<file path="src/rtl/sdnv_codec_macros.svh">
// Assertion helpers shared by the codec modules.
// Each one expects clk and rst_n in scope.
`ifndef SDNV_CODEC_MACROS_SVH
`define SDNV_CODEC_MACROS_SVH

`ifndef SYNTHESIS
`define SDNV_ASSERT(lbl, prop, msg) \
    lbl: assert property (@(posedge clk) disable iff (!rst_n) prop) else $error(msg);
`define SDNV_NEVER(lbl, cond, msg) \
    lbl: assert property (@(posedge clk) disable iff (!rst_n) !(cond)) else $error(msg);
`else
`define SDNV_ASSERT(lbl, prop, msg)
`define SDNV_NEVER(lbl, cond, msg)
`endif

`endif

</file>
<file path="src/rtl/sdnv_pkg.sv">
package sdnv_pkg;

    // Field widths
    localparam int VALUE_W   = 32;
    localparam int BYTE_W    = 8;
    localparam int GROUP_W   = 7;
    localparam int CNT_W     = 3;
    localparam int NBYTES_W  = 3;
    localparam int MAX_BYTES = 5;

    // Action codes
    localparam logic ACT_DECODE = 1'b0;
    localparam logic ACT_ENCODE = 1'b1;

    // Status codes
    localparam logic STAT_OK      = 1'b0;
    localparam logic STAT_TOO_LONG = 1'b1;

    localparam logic [BYTE_W-1:0] CONT_FLAG = 8'h80;

    typedef struct packed {
        logic               action;
        logic [BYTE_W-1:0]  in_byte;
        logic [VALUE_W-1:0] in_value;
    } sdnv_req_t;

    typedef struct packed {
        logic [BYTE_W-1:0]  out_byte;
        logic [VALUE_W-1:0] out_value;
        logic               value_ready;
        logic               status;
        logic               last;
    } sdnv_rsp_t;

    // Classified item passed from front to back end
    typedef struct packed {
        logic                encode;
        logic [VALUE_W-1:0]  value;
        logic                value_ready;
        logic                status;
        logic [NBYTES_W-1:0] nbytes;
    } sdnv_cmd_t;

    // Number of 7-bit groups needed, at least one
    function automatic logic [NBYTES_W-1:0] enc_nbytes(input logic [VALUE_W-1:0] v);
        logic [NBYTES_W-1:0] n;
        begin
            if (v[31:28] != '0)
                n = 3'd5;
            else if (v[27:21] != '0)
                n = 3'd4;
            else if (v[20:14] != '0)
                n = 3'd3;
            else if (v[13:7] != '0)
                n = 3'd2;
            else
                n = 3'd1;
            return n;
        end
    endfunction

    // 7-bit group k (1 = least significant) of v
    function automatic logic [GROUP_W-1:0] enc_group(input logic [VALUE_W-1:0] v,
                                                     input logic [NBYTES_W-1:0] k);
        logic [GROUP_W-1:0] g;
        begin
            case (k)
                3'd5:    g = {3'b000, v[31:28]};
                3'd4:    g = v[27:21];
                3'd3:    g = v[20:14];
                3'd2:    g = v[13:7];
                default: g = v[6:0];
            endcase
            return g;
        end
    endfunction

endpackage

</file>
<file path="src/rtl/sdnv_codec.sv">
// SDNV codec, 32-bit. One item is taken per clock whenever full is low. A decode
// item (action 0) gives one result; an encode item (action 1) gives one to five
// bytes, most significant group first, one per clock while pop keeps up. The
// front end updates the decode state and sizes the encode at push time, so it
// never stalls on its own; items then wait in a FIFO_DEPTH-entry queue for the
// back end, whose single output register sets the result rate: one result per
// cycle while pop keeps up; an encode holds it until its last byte is out. A
// pushed item is queued, then registered. No clearing pass after reset.
module sdnv_codec #(
    parameter int MAX_CONTINUATION = 4,
    parameter int FIFO_DEPTH       = 4
) (
    input  logic                clk,
    input  logic                rst_n,
    input  logic                push,
    output logic                full,
    input  sdnv_pkg::sdnv_req_t req,
    output logic                empty,
    input  logic                pop,
    output sdnv_pkg::sdnv_rsp_t rsp
);
    import sdnv_pkg::*;

    sdnv_cmd_t front_cmd, head;
    logic      accept, head_pop, head_empty;

    assign accept = push && !full;

    sdnv_front #(
        .MAX_CONTINUATION(MAX_CONTINUATION)
    ) u_front (
        .clk    (clk),
        .rst_n  (rst_n),
        .accept (accept),
        .req    (req),
        .cmd    (front_cmd)
    );

    sdnv_fifo #(
        .DEPTH(FIFO_DEPTH)
    ) u_fifo (
        .clk   (clk),
        .rst_n (rst_n),
        .wr    (accept),
        .wdata (front_cmd),
        .rd    (head_pop),
        .rdata (head),
        .full  (full),
        .empty (head_empty)
    );

    sdnv_back u_back (
        .clk        (clk),
        .rst_n      (rst_n),
        .head       (head),
        .head_empty (head_empty),
        .head_pop   (head_pop),
        .pop        (pop),
        .empty      (empty),
        .rsp        (rsp)
    );

endmodule

</file>
<file path="src/rtl/sdnv_fifo.sv">
`include "sdnv_codec_macros.svh"

module sdnv_fifo #(
    parameter int DEPTH = 4
) (
    input  logic              clk,
    input  logic              rst_n,
    input  logic              wr,
    input  sdnv_pkg::sdnv_cmd_t wdata,
    input  logic              rd,
    output sdnv_pkg::sdnv_cmd_t rdata,
    output logic              full,
    output logic              empty
);
    import sdnv_pkg::*;

    localparam int PTR_W = $clog2(DEPTH);
    localparam int CNT_W_F = PTR_W + 1;

    sdnv_cmd_t            mem [DEPTH];
    logic [PTR_W-1:0]     wr_ptr_reg, rd_ptr_reg;
    logic [CNT_W_F-1:0]   cnt_reg, cnt_next;
    logic                 do_wr, do_rd;

    assign full  = (cnt_reg == CNT_W_F'(DEPTH));
    assign empty = (cnt_reg == '0);
    assign do_wr = wr && !full;
    assign do_rd = rd && !empty;
    assign rdata = mem[rd_ptr_reg];

    always_comb
    begin
        cnt_next = cnt_reg;
        if (do_wr && !do_rd)
            cnt_next = cnt_reg + 1'b1;
        else if (do_rd && !do_wr)
            cnt_next = cnt_reg - 1'b1;
    end

    // Pointers and fill count
    always_ff @(posedge clk or negedge rst_n)
    begin
        if (!rst_n)
        begin
            wr_ptr_reg <= '0;
            rd_ptr_reg <= '0;
            cnt_reg    <= '0;
        end
        else
        begin
            if (do_wr)
                wr_ptr_reg <= wr_ptr_reg + 1'b1;
            if (do_rd)
                rd_ptr_reg <= rd_ptr_reg + 1'b1;
            cnt_reg <= cnt_next;
        end
    end

    // Storage
    always_ff @(posedge clk)
    begin
        if (do_wr)
            mem[wr_ptr_reg] <= wdata;
    end

    `SDNV_NEVER(a_fifo_over, cnt_reg > CNT_W_F'(DEPTH), "fifo count above depth")
    `SDNV_ASSERT(a_fifo_ptrs, (cnt_reg == '0 || cnt_reg == CNT_W_F'(DEPTH)) |-> wr_ptr_reg == rd_ptr_reg, "fifo pointers disagree with count")
    `SDNV_ASSERT(a_fifo_wr, (do_wr && !do_rd) |=> cnt_reg == $past(cnt_reg) + 1'b1, "fifo write not counted")

endmodule

</file>
<file path="src/rtl/sdnv_front.sv">
module sdnv_front #(
    parameter int MAX_CONTINUATION = 4
) (
    input  logic                clk,
    input  logic                rst_n,
    input  logic                accept,
    input  sdnv_pkg::sdnv_req_t req,
    output sdnv_pkg::sdnv_cmd_t cmd
);
    import sdnv_pkg::*;

    logic [VALUE_W-1:0] acc_reg, acc_next;
    logic [CNT_W-1:0]   cnt_reg, cnt_next;
    logic [VALUE_W-1:0] acc_shift;
    logic [CNT_W:0]     cnt_inc;

    assign acc_shift = {acc_reg[VALUE_W-GROUP_W-1:0], req.in_byte[GROUP_W-1:0]};
    assign cnt_inc   = {1'b0, cnt_reg} + 1'b1;

    // Classify the item and update the decode state
    always_comb
    begin
        acc_next        = acc_reg;
        cnt_next        = cnt_reg;
        cmd.encode      = 1'b0;
        cmd.value       = '0;
        cmd.value_ready = 1'b0;
        cmd.status      = STAT_OK;
        cmd.nbytes      = 3'd1;
        if (req.action == ACT_ENCODE)
        begin
            cmd.encode = 1'b1;
            cmd.value  = req.in_value;
            cmd.nbytes = enc_nbytes(req.in_value);
        end
        else if (!req.in_byte[BYTE_W-1])
        begin
            // final byte of a number
            cmd.value       = acc_shift;
            cmd.value_ready = 1'b1;
            acc_next        = '0;
            cnt_next        = '0;
        end
        else if (cnt_inc > (CNT_W+1)'(MAX_CONTINUATION))
        begin
            // too many continuation bytes
            cmd.status = STAT_TOO_LONG;
            acc_next   = '0;
            cnt_next   = '0;
        end
        else
        begin
            acc_next = acc_shift;
            cnt_next = cnt_inc[CNT_W-1:0];
        end
    end

    always_ff @(posedge clk or negedge rst_n)
    begin
        if (!rst_n)
        begin
            acc_reg <= '0;
            cnt_reg <= '0;
        end
        else if (accept)
        begin
            acc_reg <= acc_next;
            cnt_reg <= cnt_next;
        end
    end

endmodule

</file>
<file path="src/rtl/sdnv_back.sv">
`include "sdnv_codec_macros.svh"

module sdnv_back (
    input  logic                clk,
    input  logic                rst_n,
    input  sdnv_pkg::sdnv_cmd_t head,
    input  logic                head_empty,
    output logic                head_pop,
    input  logic                pop,
    output logic                empty,
    output sdnv_pkg::sdnv_rsp_t rsp
);
    import sdnv_pkg::*;

    logic                busy_reg, busy_next;
    logic [NBYTES_W-1:0] rem_reg, rem_next;
    logic [VALUE_W-1:0]  val_reg, val_next;
    logic                out_valid_reg;
    sdnv_rsp_t           rsp_reg, rsp_next;
    logic                adv, src_valid;
    logic [NBYTES_W-1:0] src_n;
    logic [VALUE_W-1:0]  src_val;
    logic                src_enc;

    assign adv       = !out_valid_reg || pop;
    assign src_valid = busy_reg || !head_empty;
    assign src_n     = busy_reg ? rem_reg : head.nbytes;
    assign src_val   = busy_reg ? val_reg : head.value;
    assign src_enc   = busy_reg || head.encode;
    assign head_pop  = adv && !busy_reg && !head_empty;
    assign empty     = !out_valid_reg;
    assign rsp       = rsp_reg;

    // Build the next result and step through encode bytes
    always_comb
    begin
        busy_next = busy_reg;
        rem_next  = rem_reg;
        val_next  = val_reg;
        rsp_next  = rsp_reg;
        if (adv && src_valid)
        begin
            if (src_enc)
            begin
                rsp_next.out_byte    = {(src_n != 3'd1), enc_group(src_val, src_n)};
                rsp_next.out_value   = '0;
                rsp_next.value_ready = 1'b0;
                rsp_next.status      = STAT_OK;
                rsp_next.last        = (src_n == 3'd1);
                busy_next            = (src_n != 3'd1);
                rem_next             = src_n - 1'b1;
                val_next             = src_val;
            end
            else
            begin
                rsp_next.out_byte    = '0;
                rsp_next.out_value   = head.value;
                rsp_next.value_ready = head.value_ready;
                rsp_next.status      = head.status;
                rsp_next.last        = 1'b1;
            end
        end
    end

    always_ff @(posedge clk or negedge rst_n)
    begin
        if (!rst_n)
        begin
            busy_reg      <= 1'b0;
            rem_reg       <= '0;
            out_valid_reg <= 1'b0;
        end
        else
        begin
            busy_reg <= busy_next;
            rem_reg  <= rem_next;
            if (adv)
                out_valid_reg <= src_valid;
        end
    end

    always_ff @(posedge clk)
    begin
        val_reg <= val_next;
        rsp_reg <= rsp_next;
    end

    `SDNV_ASSERT(a_busy_rem, busy_reg |-> (rem_reg != '0 && rem_reg < 3'(MAX_BYTES)), "encode byte count out of range")
    `SDNV_ASSERT(a_busy_hold, (busy_reg && !adv) |=> (busy_reg && $stable(rem_reg)), "encode state moved while stalled")
    `SDNV_ASSERT(a_ready_last, (out_valid_reg && rsp_reg.value_ready) |-> rsp_reg.last, "decoded value not marked last")
    `SDNV_NEVER(a_busy_cont, out_valid_reg && !rsp_reg.last && (rsp_reg.out_byte[BYTE_W-1] == 1'b0), "continuation byte without flag")

endmodule

</file>
<file path="config.mk">
export PLATFORM = sky130hd
export DESIGN_NAME = sdnv_codec
export DESIGN_NICKNAME = d
export VERILOG_FILES = /design/src/rtl/sdnv_pkg.sv /design/src/rtl/sdnv_codec.sv /design/src/rtl/sdnv_fifo.sv /design/src/rtl/sdnv_front.sv /design/src/rtl/sdnv_back.sv
export VERILOG_INCLUDE_DIRS = /design/src /design/src/rtl
export SDC_FILE = /design/constraint.sdc
export NUM_CORES = 1
export LEC_CHECK = 0
export ABC_AREA = 1
export BUFFER_PORTS_ARGS = -buffer_cell sky130_fd_sc_hd__buf_2
export CORE_ASPECT_RATIO = 1.75
export CORE_MARGIN = 2
export CORE_UTILIZATION = 60
export DETAILED_ROUTE_END_ITERATION = 10
export GPL_ROUTABILITY_DRIVEN = 0
export GPL_TIMING_DRIVEN = 0
export PLACE_DENSITY = 0.8
export SLEW_MARGIN = 30
export SYNTH_ARGS = -nofsm -noshare
export SYNTH_HDL_FRONTEND = slang
export SYNTH_SLANG_ARGS = --single-unit
</file>
<file path="constraint.sdc">
create_clock -name clk -period 3.8 [get_ports clk]
set_input_delay 0.76 -clock clk [delete_from_list [all_inputs] [get_ports clk]]
set_output_delay 0.76 -clock clk [all_outputs]
set_load 0.02 [all_outputs]
</file>
==> run_results.csv, run 1 <==
group,metric,value,unit
logic_synthesis,synth_commonest_cells,"edfxtp_1, nand2_1, nand3_1, nor2_1, inv_1",
placed_design,io_buffers,89,
logic_synthesis,syn_area_per_cell,11.5,um^2
layout,nFillCells,1285,
layout,syn2layout_area_growth,15.7,%
floorplanning,die-height,185,um
worst_hold_path,hold_path_class,"in -> async",
timing,rsz0062_at_grt,"false",
logic_synthesis,synth_edf_count,227,
critical_path,crit_path_end_kind,"register",
timing,max_freq,0.320,GHz
global_route,grt_pass1_vias,7795,
routing,dr_total_vias,7972,
clocking,numCtsBuffers,22,
routing,detail_route.drc_violations,0,
routing,first_iter_violations,656,
critical_path,r2r_setup_slack,0.67,ns
placed_design,place_ws,0.775,ns
timing,tns,0,ns
critical_path,r2r_start,"u_fifo.rd_ptr_reg[1]$_DFFE_PN0P_",
critical_path,start_kind,"register",
global_route,grt_pass1_wl,40400,um
global_route,grt_max_degree,41,
power,power.total,11.4,mW
status,status,"complete, no violations",
layout,layout-drive-gt1-share,16.9,%
timing,min_period,3.13,ns
floorplanning,die_width,108,um
logic_synthesis,synth.area.top_cells,"edfxtp_1, dfrtp_1, nand2_1",
logic_synthesis,yosysUniqueCellTypes,34,
clocking,postCtsSetupRepairBufs,0,
timing,post-route-period-util,82.3,%
layout,largest_reg_flops,152,
routing,dr.pass1.iters,7,
placed_design,place_area,0.0123,mm^2
critical_path,reg2reg_depth,13,
timing,maxSlewHeadroom,54.3,%
logic_synthesis,syn_nets,1041,
layout,diodes,0,
placed_design,hpwl,18700,um
layout,fin_area,0.0130,mm^2
routing,postRouteWirelength,26500,um
logic_synthesis,synth_top_area_share,60.5,%
logic_synthesis,synthArstFlopShare,15.0,%
timing,layout_setup_ws,0.671,ns
global_route,grt_overflow,0,
clocking,cts_resized,0,
routing,ant_nets,0,
floorplanning,io_pins,90,
critical_path,critPathKind,"reg -> reg",
layout,nNetsFinal,1164,
floorplanning,core,0.0185,mm^2
power,p_leak,5.31,nW
critical_path,worstPathArrival,3.40,ns
logic_synthesis,yosysWarnings,0,
global_route,antenna_found_initial,0,
floorplanning,fp.dieArea,0.0199,mm^2
logic_synthesis,synth_area,0.0113,mm^2
power,p_per_area,876,mW/mm^2
clocking,clock-sinks,267,
power,vdd_ir_drop_max,0.422,mV
logic_synthesis,yosysTopAreaCell,"edfxtp_1",
logic_synthesis,seq_area_frac_synth,69.4,%
timing,slew_viol_final,0,
floorplanning,core.rowCount,66,
logic_synthesis,synth.most_common_cell,"edfxtp_1",
logic_synthesis,ys.flop_type,"edfxtp_1",
routing,viasPerCell,5.86,
timing,setup_viol,0,
global_route,grt_usage,26.8,%
layout,multi_input_area,0.00285,mm^2
timing,tightest_slew,0.684,ns
clocking,insertion_delay,0.51,ns
job,max_cap_violations,0,
clocking,cts_buffer_depth,3,
clocking,htree_levels,1,
critical_path,r2r-end,"u_back.rsp[39]$_SDFFCE_PP0P_",
layout,seq_area,0.00782,mm^2
routing,routedWlPerCell,19.5,um
logic_synthesis,ys_ff_latch,267,
clocking,cts_hold_buf,0,
timing,final_hold_viol_count,0,
timing,fin_skew,0.0136,ns
logic_synthesis,syn_inst,984,
clocking,cts-root-buf,"clkbuf_16",
clocking,cts_tree,"done",
floorplanning,initial_core_util,60.9,%
clocking,cts.clk_slew.worst_paths,0.07,ns
critical_path,worstPathRequired,4.07,ns
critical_path,worstPathMaxFanout,10,
[kinds of logic (layout without fill, tap and decap cells)]
| kind of cell | Yosys count | after routing | share of synthesized area (%) |
|---|---|---|---|
| buf+inv | 129 | 268 | 5.57 |
| compound gates | 117 | 117 | 6.00 |
| xor+xnor | 5 | 5 | 0.389 |
| fa+ha+maj | 12 | 12 | 1.40 |
| mux | 1 | 1 | 0.0999 |
| simple gates | 453 | 453 | 17.2 |
| flops | 267 | 267 | 69.4 |
[layout by cell type, fill, tap and decap left out, types with 2 or more instances in the layout]
cell / Yosys / routed
nand4_1: 6 / 6
buf_1: 2 / 2
clkbuf_8: 0 / 7
clkbuf_16: 0 / 23
nor3_1: 2 / 2
nand3_1: 134 / 134
buf_2: 16 / 105
clkinv_2: 0 / 4
o21ai_2: 2 / 2
buf_4: 5 / 5
a21oi_1: 10 / 10
nand3b_1: 2 / 2
a22o_1: 7 / 7
edfxtp_1: 227 / 227
nor2_1: 85 / 81
buf_6: 14 / 14
o22ai_1: 25 / 25
dfrtp_1: 40 / 40
ha_1: 11 / 11
buf_16: 0 / 8
clkbuf_1: 15 / 18
nor4_1: 2 / 2
o21ai_1: 14 / 14
xor2_1: 4 / 4
nor2_4: 3 / 7
inv_1: 73 / 72
o21ai_0: 57 / 57
nand2_1: 215 / 215
inv_2: 4 / 5
[how the worst max path moves through the flow]
| stage | endpoint | depth (start not counted) | from |
|---|---|---|---|
| global route | u_back.rsp[41]$_SDFFCE_PP0P_ | 13 | u_fifo.rd_ptr_reg[1]$_DFFE_PN0P_ |
| finish | u_back.rsp[39]$_SDFFCE_PP0P_ | 13 | u_fifo.rd_ptr_reg[1]$_DFFE_PN0P_ |
| detailed placement | u_back.rsp[39]$_SDFFCE_PP0P_ | 13 | u_fifo.rd_ptr_reg[1]$_DFFE_PN0P_ |
| floorplan | u_fifo.mem[0][0]$_DFFE_PP_ | 4 | push |
| CTS | u_back.rsp[39]$_SDFFCE_PP0P_ | 13 | u_fifo.rd_ptr_reg[1]$_DFFE_PN0P_ |
| global placement | u_fifo.mem[2][33]$_DFFE_PP_ | 5 | push |
[power breakdown]
| group | leakage [nW] | total, mW | internal [mW] | switching [mW] |
|---|---|---|---|---|
| sequential | 2.69 | 4.62 | 4.36 | 0.266 |
| combinational | 2.25 | 4.49 | 1.40 | 3.10 |
| clock | 0.369 | 2.31 | 1.31 | 1.00 |
[per-layer routing]
layer,vias up,GRT usage (%),routed length [um]
met5,-,0,0
met4,0,11.1,937
met3,65,3.41,1860
met2,464,49.5,14300
met1,3794,31.1,9400
li1,3649,-,-
[worst max-delay path: stages, from the launching register on]
cell     delay (ns)
dfrtp_1        0.43
inv_2          0.07
buf_4          0.19
buf_2          0.27
o21ai_0        0.12
o22ai_1        0.22
nand2_1        0.07
o21ai_0        0.17
inv_1          0.15
ha_1           0.31
o21ai_1        0.43
nand2_1        0.19
o21ai_0        0.19
nor2_1         0.06
[stage by stage]
step | utilization (%) | hold slack (ns) | instances
5_1_grt | 70.5 | 0.241 | 1361
4_1_cts | 70.4 | 0.227 | 1360
2_1_floorplan | - | 0.464 | 984
6_report | 70.5 | 0.225 | 1361
3_3_place_gp | 64.9 | 0.485 | 1311
3_5_place_dp | 66.3 | 0.496 | 1320
[final cells by class]
type | count | area share [%]
multi-input cells | 588 | 21.9
flip-flops and latches | 267 | 59.9
plain buffers | 52 | 2.60
clock inverters | 7 | 0.470
inverters | 77 | 2.22
clock buffers | 33 | 5.24
well taps | 238 | 2.28
repair buffers | 99 | 5.37
(Power assumes the default switching activity.)
==> run 2: changes to the inputs <==
--- a/config.mk
+++ b/config.mk
@@ -10,11 +10,11 @@
 export BUFFER_PORTS_ARGS = -buffer_cell sky130_fd_sc_hd__buf_2
 export CORE_ASPECT_RATIO = 1.75
 export CORE_MARGIN = 2
-export CORE_UTILIZATION = 60
+export CORE_UTILIZATION = 54
 export DETAILED_ROUTE_END_ITERATION = 10
 export GPL_ROUTABILITY_DRIVEN = 0
 export GPL_TIMING_DRIVEN = 0
-export PLACE_DENSITY = 0.8
+export PLACE_DENSITY = 0.76
 export SLEW_MARGIN = 30
 export SYNTH_ARGS = -nofsm -noshare
 export SYNTH_HDL_FRONTEND = slang
==> constraint.sdc (replaced) <==
create_clock -name clk -period 2.65 [get_ports clk]
set_input_delay 0.53 -clock clk [delete_from_list [all_inputs] [get_ports clk]]
set_output_delay 0.53 -clock clk [all_outputs]
set_load 0.02 [all_outputs]
==> run_results.csv, run 2 (synthesis results as in run 1) <==
group,metric,value,unit
global_route,grt_pass1_wl,41000,um
routing,routedWlPerCell,19.1,um
routing,first_iter_violations,582,
layout,layout-drive-gt1-share,17.4,%
layout,final_cell_count_no_fill,1373,
routing,detail_route.drc_violations,7,
layout,syn2layout_area_growth,16.1,%
critical_path,worstPathArrival,2.79,ns
power,sw_frac_of_total,38.5,%
critical_path,r2r-end,"u_back.rsp[40]$_SDFFCE_PP0P_",
timing,slew_viol_final,0,
power,p_per_area,1250,mW/mm^2
critical_path,start_kind,"register",
timing,post-route-period-util,95.3,%
layout,fin_util,64.2,%
global_route,grt_max_degree,41,
layout,layout_commonest_cell,"edfxtp_1",
timing,max_freq,0.396,GHz
floorplanning,core,0.0204,mm^2
clocking,insertion_delay,0.51,ns
floorplanning,initial_core_util,55.3,%
critical_path,r2r_start,"u_fifo.rd_ptr_reg[0]$_DFFE_PN0P_",
layout,final_cell_mix,"edfxtp_1, nand2_1, nand3_1",
timing,setup_viol,0,
power,p_leak,5.28,nW
routing,dr_total_vias,7820,
clocking,cts_buffer_depth,3,
clocking,cts_tree,"done",
layout,nFillCells,1523,
floorplanning,die_width,113,um
power,power_frac_comb,41.0,%
global_route,antenna_found_initial,0,
status,status,"complete, but fails checks",
clocking,numCtsBuffers,23,
power,vdd_ir_drop_max,0.548,mV
critical_path,crit_path_end_kind,"register",
floorplanning,core.rowCount,69,
power,p_int,10.0,mW
power,p_switching,6.30,mW
layout,diodes,0,
timing,fin_skew,0.00888,ns
routing,ant_nets,0,
timing,tightest_slew,0.713,ns
global_route,grt_overflow,0,
routing,viasPerCell,5.70,
floorplanning,io_pins,90,
timing,final_hold_viol_count,0,
floorplanning,die-height,195,um
clocking,clock-sinks,267,
critical_path,reg2reg_depth,13,
placed_design,hpwl,18800,um
layout,largest_reg_flops,152,
timing,min_period,2.53,ns
layout,nNetsFinal,1166,
floorplanning,fp.dieArea,0.0221,mm^2
placed_design,io_buffers,89,
timing,tns,0,ns
timing,maxSlewHeadroom,52.5,%
placed_design,post-place-cells,1330,
worst_hold_path,hold_path_class,"in -> async",
global_route,grt_usage,24.0,%
power,pwr-share-clk,18.4,%
critical_path,worstPathRequired,2.92,ns
global_route,grt_pass1_vias,7922,
routing,postRouteWirelength,26300,um
job,max_cap_violations,0,
critical_path,r2r_setup_slack,0.12,ns
clocking,cts.clk_slew.worst_paths,0.07,ns
clocking,htree_levels,1,
routing,dr.pass1.iters,9,
critical_path,worstPathMaxFanout,10,
power,p_seq_share,40.5,%
critical_path,critPathKind,"reg -> reg",
status,violations,"design-rule violations",
clocking,cts-root-buf,"clkbuf_16",
[run 2: changes by cell type in the layout (fill, tap and decap cells not counted), sizes merged]
| cell | change |
|---|---|
| clkinv | +6 |
| buf | +1 |
| clkbuf | -4 |
| bufinv | -1 |
[run 2: metrics by stage]
stage / cell area, um^2 / power (mW) / setup slack [ns] / hold slack, ns
3_3_place_gp: 12000 / 12.6 / -1.55 / 0.487
6_report: 13100 / 16.4 / 0.124 / 0.00926
4_1_cts: 13000 / 16.1 / 0.0118 / 0.0209
2_1_floorplan: 11300 / 10.8 / -0.183 / 0.234
3_5_place_dp: 12300 / 13.0 / -0.351 / 0.499
5_1_grt: 13100 / 17.2 / -0.0158 / 0.0483
[run 2: worst max-delay path by stage]
stage / start / slack [ns] / cells after the start / endpoint
floorplan: push / -0.18 / 4 / u_fifo.mem[0][0]$_DFFE_PP_
global placement: push / -1.55 / 5 / u_fifo.mem[2][33]$_DFFE_PP_
detailed placement: u_fifo.rd_ptr_reg[1]$_DFFE_PN0P_ / -0.35 / 13 / u_back.rsp[41]$_SDFFCE_PP0P_
CTS: u_fifo.rd_ptr_reg[0]$_DFFE_PN0P_ / 0.01 / 13 / u_back.rsp[41]$_SDFFCE_PP0P_
global route: u_fifo.rd_ptr_reg[0]$_DFFE_PN0P_ / -0.02 / 13 / u_back.rsp[40]$_SDFFCE_PP0P_
finish: u_fifo.rd_ptr_reg[0]$_DFFE_PN0P_ / 0.12 / 13 / u_back.rsp[40]$_SDFFCE_PP0P_
[run 2: critical path, stage by stage, from the launching register on]
cell     delay (ns)
dfrtp_2        0.44
inv_2          0.13
buf_8          0.17
buf_6          0.15
nor2_1         0.05
o22ai_1        0.24
nand2_1        0.10
o21ai_2        0.13
inv_2          0.11
ha_4           0.21
o21ai_4        0.25
nand2_2        0.11
o21ai_1        0.14
nor2_1         0.07
[run 2: repair_timing]
action	CTS	global route
gates resized for setup	8	17
pin swaps	1	2
buffers inserted	0	3
hold buffers	0	0
hold endpoints to repair	0	0
cloned	0	0
setup endpoints to repair	7	7
[run 2: final cells by class]
class | instances | area [um^2] | area share [%]
clock buffers | 29 | 598 | 4.57
plain buffers | 50 | 352 | 2.69
flip-flops and latches | 267 | 7820 | 59.8
repair buffers | 102 | 731 | 5.59
inverters | 77 | 289 | 2.21
multi-input cells | 588 | 2920 | 22.3
well taps | 248 | 310 | 2.37
clock inverters | 12 | 61.3 | 0.469
[run 2: layer usage]
| layer | vias to the layer above | GRT usage, % | wire length (um) |
|---|---|---|---|
| li1 | 3658 | - | - |
| met3 | 86 | 2.86 | 1650 |
| met1 | 3710 | 27.4 | 9350 |
| met5 | - | 0 | 0 |
| met4 | 0 | 13.1 | 1260 |
| met2 | 366 | 43.2 | 14000 |
[run 2: power by group through the flow]
| stage | clock network, mW | logic [mW] | registers, mW |
|---|---|---|---|
| global route | 3.17 | 7.29 | 6.75 |
| floorplan | 0 | 3.73 | 7.09 |
| global placement | 0 | 5.89 | 6.73 |
| finish | 3.02 | 6.71 | 6.63 |
| CTS | 3.04 | 6.40 | 6.63 |
| detailed placement | 0 | 6.29 | 6.71 |
